**config.mk**
```make
export PLATFORM = sky130hd
export DESIGN_NAME = collatz_cycle_pattern_checker_top
export DESIGN_NICKNAME = d
export VERILOG_FILES = /design/src/ccpc_pkg.sv /design/src/ccpc_datapath.sv /design/src/ccpc_ctrl.sv /design/src/collatz_cycle_pattern_checker_top.sv
export SDC_FILE = /design/constraint.sdc
export NUM_CORES = 1
export LEC_CHECK = 0
export BUFFER_PORTS_ARGS = -buffer_cell sky130_fd_sc_hd__buf_2
export CAP_MARGIN = 40
export CELL_PAD_IN_SITES_DETAIL_PLACEMENT = 1
export CELL_PAD_IN_SITES_GLOBAL_PLACEMENT = 1
export CORE_MARGIN = 4
export CORE_UTILIZATION = 35
export DETAILED_ROUTE_END_ITERATION = 10
export GPL_TIMING_DRIVEN = 0
export PLACE_DENSITY_LB_ADDON = 0.15
export REMOVE_ABC_BUFFERS = 1
export SKIP_LAST_GASP = 1
export SLEW_MARGIN = 20
export SYNTH_ARGS = -nofsm -noshare
export SYNTH_HDL_FRONTEND = slang
export SYNTH_SLANG_ARGS = --single-unit
```
**constraint.sdc**
```tcl
create_clock -name clk -period 10.9 [get_ports clk]
set_input_delay 2.18 -clock clk [delete_from_list [all_inputs] [get_ports clk]]
set_output_delay 2.18 -clock clk [all_outputs]
set_load 0.1 [all_outputs]
```
**src/ccpc_pkg.sv**
```systemverilog
// Package of types and constants shared by the Collatz cycle pattern checker modules.
`default_nettype none

package ccpc_pkg;

	localparam int PATTERN_W = 40;
	localparam int NEXT_W    = 41;
	localparam int LEN_W     = 6;
	localparam int MAP_W     = 64;
	localparam int FIX_CNT_W = 7;

	localparam logic [FIX_CNT_W-1:0] FIX_LIMIT  = 7'd64;
	localparam logic [2:0]           TRIV_GROUP = 3'd4;

	typedef enum logic {
		ST_IDLE,
		ST_RUN
	} ctrl_state_t;

	typedef struct packed {
		logic load;
		logic step;
	} ctrl_cmd_t;

	typedef struct packed {
		logic walk_done;
		logic fix_done;
	} dp_sts_t;

endpackage

`default_nettype wire

```
**src/ccpc_datapath.sv**
```systemverilog
// Datapath: bit walk of the affine map, length and trivial checks, next-pattern fix-up loop.
`default_nettype none

module ccpc_datapath
	import ccpc_pkg::*;
#(
	parameter int PATTERN_BITS = 40
) (
	input  wire logic                 clk,
	input  wire logic                 arst_n,
	input  wire ctrl_cmd_t            cmd,
	output dp_sts_t                   sts,
	input  wire logic [PATTERN_W-1:0] pattern,
	output logic                      is_cycle,
	output logic                      is_trivial,
	output logic [LEN_W-1:0]          length,
	output logic [NEXT_W-1:0]         next_pattern,
	output logic                      search_done
);

	localparam int KW = $clog2(PATTERN_BITS);

	logic [PATTERN_BITS-1:0] p;
	logic                    rej;
	logic [PATTERN_BITS-1:0] sh_q;
	logic [PATTERN_BITS-1:0] t_q;
	logic [KW-1:0]           k_q;
	logic                    started_q;
	logic                    started_n;
	logic                    bit_cur;
	logic [MAP_W-1:0]        a_q;
	logic [MAP_W-1:0]        b_q;
	logic [MAP_W-1:0]        a3;
	logic [LEN_W-1:0]        len_q;
	logic                    triv_q;
	logic                    rej_q;
	logic [MAP_W-1:0]        v_q;
	logic [MAP_W-1:0]        u;
	logic [FIX_CNT_W-1:0]    it_q;
	logic                    walk_done_q;
	logic                    fix_done_q;

	always_comb begin
		p         = pattern[PATTERN_BITS-1:0];
		rej       = p[0] | (|(p & {p[PATTERN_BITS-2:0], 1'b0}));
		bit_cur   = sh_q[PATTERN_BITS-1];
		started_n = started_q | bit_cur;
		a3        = (a_q << 1) + a_q + b_q;
		u         = v_q & (v_q >> 1);
	end

	always_ff @(posedge clk) begin
		if (cmd.load) begin
			sh_q      <= p;
			t_q       <= p;
			k_q       <= KW'(PATTERN_BITS - 1);
			started_q <= 1'b0;
			a_q       <= MAP_W'(1);
			b_q       <= MAP_W'(1);
			len_q     <= '0;
			triv_q    <= 1'b1;
			rej_q     <= rej;
			v_q       <= MAP_W'(p) + MAP_W'(2);
			it_q      <= '0;
		end else if (cmd.step) begin
			if (!walk_done_q) begin
				started_q <= started_n;
				if (started_n || (k_q == '0)) begin
					if (bit_cur) begin
						a_q <= a3;
					end else begin
						b_q <= b_q << 1;
					end
				end
				if (bit_cur && !started_q) begin
					len_q <= LEN_W'(k_q) + LEN_W'(1);
				end
				if ((t_q != '0) && (t_q[2:0] != TRIV_GROUP)) begin
					triv_q <= 1'b0;
				end
				t_q  <= t_q >> 3;
				sh_q <= sh_q << 1;
				if (k_q != '0) begin
					k_q <= k_q - KW'(1);
				end
			end
			if (!fix_done_q && (u != '0) && (it_q != FIX_LIMIT)) begin
				v_q  <= v_q + u;
				it_q <= it_q + FIX_CNT_W'(1);
			end
		end
	end

	always_ff @(posedge clk or negedge arst_n) begin
		if (!arst_n) begin
			walk_done_q <= 1'b0;
			fix_done_q  <= 1'b0;
		end else if (cmd.load) begin
			walk_done_q <= 1'b0;
			fix_done_q  <= 1'b0;
		end else if (cmd.step) begin
			if (!walk_done_q && (k_q == '0)) begin
				walk_done_q <= 1'b1;
			end
			if ((u == '0) || (it_q == FIX_LIMIT)) begin
				fix_done_q <= 1'b1;
			end
		end
	end

	always_comb begin
		sts.walk_done = walk_done_q;
		sts.fix_done  = fix_done_q;
		is_cycle      = !rej_q && (a_q == b_q);
		is_trivial    = triv_q;
		length        = len_q;
		next_pattern  = v_q[NEXT_W-1:0];
		search_done   = ((v_q[NEXT_W-1:0] >> PATTERN_BITS) != '0);
	end

endmodule

`default_nettype wire

```
**src/ccpc_ctrl.sv**
```systemverilog
// Controller state machine: accepts a beat, runs the datapath and strobes the result.
`default_nettype none

module ccpc_ctrl
	import ccpc_pkg::*;
(
	input  wire logic    clk,
	input  wire logic    arst_n,
	input  wire logic    start,
	output logic         busy,
	output logic         done,
	output ctrl_cmd_t    cmd,
	input  wire dp_sts_t sts
);

	ctrl_state_t state_q;
	ctrl_state_t state_n;

	always_ff @(posedge clk or negedge arst_n) begin
		if (!arst_n) begin
			state_q <= ST_IDLE;
		end else begin
			state_q <= state_n;
		end
	end

	always_comb begin
		state_n  = state_q;
		busy     = 1'b0;
		done     = 1'b0;
		cmd.load = 1'b0;
		cmd.step = 1'b0;
		unique case (state_q)
			ST_IDLE: begin
				if (start) begin
					cmd.load = 1'b1;
					state_n  = ST_RUN;
				end
			end
			ST_RUN: begin
				busy     = 1'b1;
				cmd.step = 1'b1;
				if (sts.walk_done && sts.fix_done) begin
					done    = 1'b1;
					state_n = ST_IDLE;
				end
			end
			default: begin
				state_n = ST_IDLE;
			end
		endcase
	end

endmodule

`default_nettype wire

```
**src/collatz_cycle_pattern_checker_top.sv**
```systemverilog
// Top level of the Collatz cycle pattern checker: controller, datapath and assertions.
`default_nettype none

// One pattern is checked at a time. A beat is taken when start is high and busy is low; the
// result appears on the result ports with done high for exactly one cycle, and must be taken
// then, since the block holds it only until the next beat is taken. The next-pattern search
// makes at most 64 carry-fix additions; start is taken again in the cycle after done. The run
// time is set by the map walk, which handles one pattern bit per cycle from the top bit down,
// and by the fix-up adder, one addition a cycle.

module collatz_cycle_pattern_checker_top
	import ccpc_pkg::*;
#(
	parameter int PATTERN_BITS = 40
) (
	input  wire logic                 clk,
	input  wire logic                 arst_n,
	input  wire logic                 start,
	output logic                      busy,
	input  wire logic [PATTERN_W-1:0] pattern,
	output logic                      done,
	output logic                      is_cycle,
	output logic                      is_trivial,
	output logic [LEN_W-1:0]          length,
	output logic [NEXT_W-1:0]         next_pattern,
	output logic                      search_done
);

	ctrl_cmd_t cmd;
	dp_sts_t   sts;

	ccpc_ctrl u_ctrl (
		.clk    (clk),
		.arst_n (arst_n),
		.start  (start),
		.busy   (busy),
		.done   (done),
		.cmd    (cmd),
		.sts    (sts)
	);

	ccpc_datapath #(
		.PATTERN_BITS (PATTERN_BITS)
	) u_datapath (
		.clk          (clk),
		.arst_n       (arst_n),
		.cmd          (cmd),
		.sts          (sts),
		.pattern      (pattern),
		.is_cycle     (is_cycle),
		.is_trivial   (is_trivial),
		.length       (length),
		.next_pattern (next_pattern),
		.search_done  (search_done)
	);

`ifndef SYNTH
	a_accept_busy: assert property (@(posedge clk) disable iff (!arst_n)
		(start && !busy) |=> busy)
		else $error("accepted beat did not make the block busy");

	a_done_idle: assert property (@(posedge clk) disable iff (!arst_n)
		done |=> !busy)
		else $error("block stayed busy after delivering a result");

	a_done_len: assert property (@(posedge clk) disable iff (!arst_n)
		done |-> (length <= LEN_W'(PATTERN_BITS)))
		else $error("result length exceeds the pattern width");

	a_done_busy: assert property (@(posedge clk) disable iff (!arst_n)
		done |-> busy)
		else $error("result strobed while idle");
`endif

endmodule

`default_nettype wire

```
After elaboration in Yosys (flattened, before gate mapping):

Index checks and enable logic that the tools add are counted.

* reduce and logical (&&, ||, !) cells: 34
* divide/modulo/power cells: 0
* add/sub/neg operators: 7
* muxes and demuxes: 22
* bitwise logic cells: 7
* magnitude comparators: 0
* multiply operators: 0
* shift-type cells: 0
* equal/unequal tests: 5

Operators with widths (number)
* $mux W40: 6
* $add A64 B64 Y64: 3
* $mux W64: 3
* $and A64 B63 Y64: 1
* $eq A64 B64 Y1: 1
* $logic_not A64 Y1: 1
* $reduce_bool A64 Y1: 1
* $add A40 B2 Y41 const B: 1
* $and A40 B40 Y40: 1
* $reduce_bool A40 Y1: 1
* $reduce_or A40 Y1: 1
* $mux W1: 12
* $reduce_and A2 Y1: 6
* $reduce_and A3 Y1: 3
* $reduce_and A4 Y1: 2
* $reduce_bool A2 Y1: 4
* $add A7 B1 Y7 const B: 1
* $eq A7 B7 Y1 const B: 1
* $logic_and A1 B1 Y1: 7
* $ne A7 B7 Y1 const B: 1
* $add A6 B1 Y6 const B: 1
* $logic_not A6 Y1: 1
* $reduce_bool A6 Y1: 1
* $sub A6 B1 Y6 const B: 1
* 7 further kinds: 14

* memories: 0
* output and inout port bits: 52
* register bits: 297
* logic and storage cells: 89
* input bits: 43
* memory bits (writable): 0
* bits in latches: 0
* bits in read-only memories: 0

Logic depth before layout (Yosys ltp):

* depth after elaboration: 7
* gate-level depth with buffers: 13
* gate-level depth less buffers: 13

Modules after synthesis:

A second synthesis with hierarchy kept.

* cells, all modules: 2334
* area, all modules: 19955.4 µm²

Modules (own cells, without submodules)
* ccpc_datapath: area an instance 19894.1 µm², cells an instance 2328, instances 1
* ccpc_ctrl: area an instance 61.3 µm², cells an instance 6, instances 1

Least setup slack after synthesis:

No wires, ideal clock.

* path kind: flip-flop to output port
* start: register u_ctrl.state_q
* end: output port done
* arrival time: 2.437 ns
* stages on the path, launching flop included: 3
* slack: 6.283 ns
* required time: 8.720 ns
* cells stage by stage: dfrtp_1 > nand2_1 > nor2_1

* longest elaborated chain between the ends: 1

RTL lines
* from (decl): RTL line ccpc_ctrl.sv:16 `ctrl_state_t state_q;`
* from (signal assigned): RTL line ccpc_ctrl.sv:23 `state_q <= state_n;`
* $mux W1: RTL line ccpc_ctrl.sv:33 `unique case (state_q)`
* to (decl): RTL line collatz_cycle_pattern_checker_top.sv:21 `output logic done,`

Every way passes these cells.

Worst setup path after layout:

* start: register u_datapath.a_q[44]
* end: output port is_cycle

* longest elaborated chain between the ends: 2

RTL lines
* from (decl): RTL line ccpc_datapath.sv:31 `logic [MAP_W-1:0] a_q;`
* from (signal assigned): RTL line ccpc_datapath.sv:58 `a_q <= MAP_W'(1);`
* from (signal assigned): RTL line ccpc_datapath.sv:70 `a_q <= a3;`
* $eq A64 B64 Y1: RTL line ccpc_datapath.sv:114 `is_cycle = !rej_q && (a_q == b_q);`
* $logic_and A1 B1 Y1: RTL line ccpc_datapath.sv:114
* to (decl): RTL line collatz_cycle_pattern_checker_top.sv:22 `output logic is_cycle,`

Every way passes these cells.

==> summary.md <==
| Metric | Value |
|---|---|
| Top cell type by total area after synthesis | `edfxtp_1` |
| Combinational power share | `0.486` |
| Synth top area share | `0.2196` |
| PortBufs | `94` |
| Netlist cell types | `76` |
| Root buf cell | `clkbuf_16` |
| Tot Pwr | `7.206 mW` |
| Minimum clock period | `5162 ps` |
| Post-synthesis compound-gate area fraction | `0.1695` |
| Clock transition at path regs | `60 ps` |
| Largest net degree at the start of global routing | `118` |
| Synth warn | `0` |
| Main combinational cell family by area after synthesis | `simple AND/OR/NAND/NOR gates` |
| Post-Synth Adder-Cell Area | `0.1078` |
| FFs w/ async S/R, synth | `0.01010` |
| P_sw | `3.465 mW` |
| First-pass GRT wire length | `97460 microns` |
| Layout cells sized above 1 | `0.08552` |
| Crit path launch type | `flip-flop` |
| WP data arrival | `2980 ps` |
| Core Footprint | `55630 sq um` |
| Area grow syn2layout | `10.74%` |
| Mapped Area | `19830 sq um` |
| Die width | `246 microns` |
| CTS tree | `done` |
| Top cells by area, synth | `edfxtp_1, dfxtp_1, nand2_1` |
| Drt pass-1 iters | `5` |
| CP max FO | `4` |
| Initial Util | `0.3564` |
| Ys flop type | `dfxtp_1` |
| CTS resizes | `0` |
| Clk Latency, worst-skew pair | `570 ps` |
| RSZ-0062 raised after global routing | `false` |
| Die area | `60520 sq um` |
| Internal | `3.740 mW` |
| Slew Viols, Final | `0` |
| CP endpoint kind | `primary output` |
| Number of flops mapped to enable cells by yosys | `145` |
| Syn avg cell area | `8.411 sq um` |
| Via density | `5.381` |
| Post-synthesis mux area share | `0.002209` |
| Req. time, crit path | `8720 ps` |
| Nets | `2473` |
| Fill cells | `6543` |
| Site row count | `86` |
| Max Freq | `193.7 MHz` |
| Htree depth | `2` |
| Routability cong. | `0.9296` |
| Synth Register Bits | `297` |
| Worst-Margin Slew | `717.4 ps` |
| Worst VDD drop | `287.1 uV` |
| Count leader, synth | `nand2_1` |
| Drt total wl | `60910 microns` |
| CTS Buffer Depth | `3` |
| Switching part of the total | `0.4809` |
| Synth cell count leaders | `nand2_1, a21oi_1, nor2_1` |
| Lkg Pwr | `8.783 nW` |
| Final ANT Viol Nets | `0` |
| Sequential-to-total area share from yosys stat | `0.3739` |
| Dpl cells | `3004` |
| Synth Area in Simple Gates | `0.1979` |
| Final Non-Filler Cells | `3077` |
| Gr usage total | `0.2002` |
| Period utilisation layout | `0.4736` |
| DP HPWL | `44480 microns` |
| Global route overflow | `0` |
| Setup WS pre-CTS | `5514 ps` |
| Final core occ | `0.3946` |
| Hold Buf Count CTS | `0` |
| Hold Slack | `469.3 ps` |
| Clk sinks | `297` |
| Final Hold Violating Endpoints | `0` |
| Worst hold path class | `reg -> reg` |
| Vias in the first global route | `17418` |
| Max_slew headroom | `0.5195` |
| DRC | `0` |
| Cell count after synthesis | `2357` |
| IO Pins | `95` |
| WS Path Type | `reg -> out` |
| Inserted Clock Buffers | `39` |
| Pwr per Cell Area | `328.2 nW/um^2` |
| Setup ws final | `5738 ps` |
| Setup-failing EPs final | `0` |
| Max-cap viol count | `0` |
| Starting DRT DRC Count | `867` |
| Setup TNS | `0 ps` |
| Clock power share | `0.184` |
| Clock Skew | `16.45 ps` |
| Post-CTS Setup Bufs | `0` |
| XOR/XNOR Fraction of Synth Area | `0.09189` |
| Seq pwr share | `0.329` |
| Post-DP Area | `20630 sq um` |
| Vias post-DR | `16556` |
| Initial antenna violation count | `3` |
| Final instance area | `21950 sq um` |
| Die extent in y | `246 microns` |
| Wire per inst | `19.80 microns` |
| Status | `finished clean` |
[power groups by stage]
stage	clock [mW]	combinational, mW	sequential, mW
finish	1.33	3.50	2.37
global route	1.42	3.87	2.46
CTS	1.37	3.55	2.38
detailed placement	0	3.53	2.40
global placement	0	3.37	2.40
floorplan	0	1.96	2.94
[area by class of cell]
cell class	count	area, sq um	area share
Tap cell	748	935.9	0.04263
Clock inverter	13	180.2	0.008207
Antenna cell	2	5.005	0.0002280
Sequential cell	297	7412	0.3376
Inverter	45	176.4	0.008036
Timing Repair Buffer	106	770.7	0.03511
Multi-Input combinational cell	1808	11330	0.5163
Clock buffer	58	1139	0.05186
[sequential cells by signal, indices dropped and copies added, names as in the netlist]
name	cells
u_datapath.a_q	64
u_datapath.b_q	64
u_datapath.v_q	64
u_datapath.sh_q	40
u_datapath.t_q	40
u_datapath.it_q	7
u_datapath.k_q	6
u_datapath.length	6
u_ctrl.state_q	1
u_datapath.fix_done_q	1
u_datapath.is_trivial	1
u_datapath.rej_q	1
u_datapath.started_q	1
u_datapath.walk_done_q	1
[cells by family after synthesis]
logic type,Yosys count
muxes,4
and+or+nand+nor,918
buffers and inverters,252
AOI/OAI and AO/OA,545
adders and majority gates,133
xor gates and xnor gates,208
DFF,297
[layout by cell type, fill, tap and decap left out, types with 5 or more instances in the layout]
| master | instances |
|---|---|
| xnor2_1 | 153 |
| and3_1 | 12 |
| nor2_1 | 174 |
| clkbuf_8 | 7 |
| a21o_1 | 45 |
| fa_1 | 63 |
| nor2b_1 | 9 |
| o211ai_1 | 7 |
| a221oi_1 | 6 |
| buf_16 | 8 |
| nand4_1 | 48 |
| o2bb2ai_1 | 8 |
| o22ai_1 | 7 |
| a31oi_1 | 14 |
| nor3_1 | 19 |
| nor4_1 | 22 |
| o31ai_1 | 5 |
| clkbuf_1 | 11 |
| and2_1 | 10 |
| a211oi_1 | 47 |
| nand3_1 | 59 |
| o21ai_0 | 101 |
| buf_2 | 94 |
| edfxtp_1 | 145 |
| nand2b_1 | 6 |
| ha_1 | 70 |
| or3_1 | 7 |
| inv_1 | 44 |
| nand2_1 | 529 |
| a21oi_1 | 242 |
| dfxtp_1 | 149 |
| clkbuf_16 | 40 |
| o21bai_1 | 6 |
| xor2_1 | 55 |
[metal layers]
metal	global-route usage	vias up	wire (microns)	part of all wire
met4	0.05523	4	1564	0.026
met1	0.2612	8245	27730	0.46
met5	0	-	22	0.00036
met2	0.3417	228	29200	0.48
li1	-	7993	-	-
met3	0.03635	86	2395	0.039
[path summary, 6_finish.rpt]
check | endpoint | slack (ps) | start | cells past startpoint
worst min-delay path | u_datapath.b_q[0]$_SDFFE_PP1P_ | 470 | u_datapath.b_q[0]$_SDFFE_PP1P_ | 2
worst max register to register | u_datapath.a_q[53]$_SDFFE_PP0P_ | 6360 | u_datapath.a_q[1]$_SDFFE_PP0P_ | 13
min in group asynchronous | u_ctrl.state_q$_DFF_PN0_ | 1410 | arst_n | 1
max in group asynchronous | u_datapath.fix_done_q$_DFFE_PN0P_ | 9390 | arst_n | 1
worst min register to register | u_datapath.b_q[0]$_SDFFE_PP1P_ | 470 | u_datapath.b_q[0]$_SDFFE_PP1P_ | 2
worst max-delay path | is_cycle | 5740 | u_datapath.a_q[44]$_SDFFE_PP0P_ | 8
[worst max-delay path, cell delays in order (launching register included)]
cell and delay [ps]:
dfxtp_1 420, inv_1 170, a222oi_1 350, nand3_1 130, nor4_1 200, nand4_1 150, nor4_1 310, and3_1 240
buf_2 440
(Power assumes the default switching activity.)
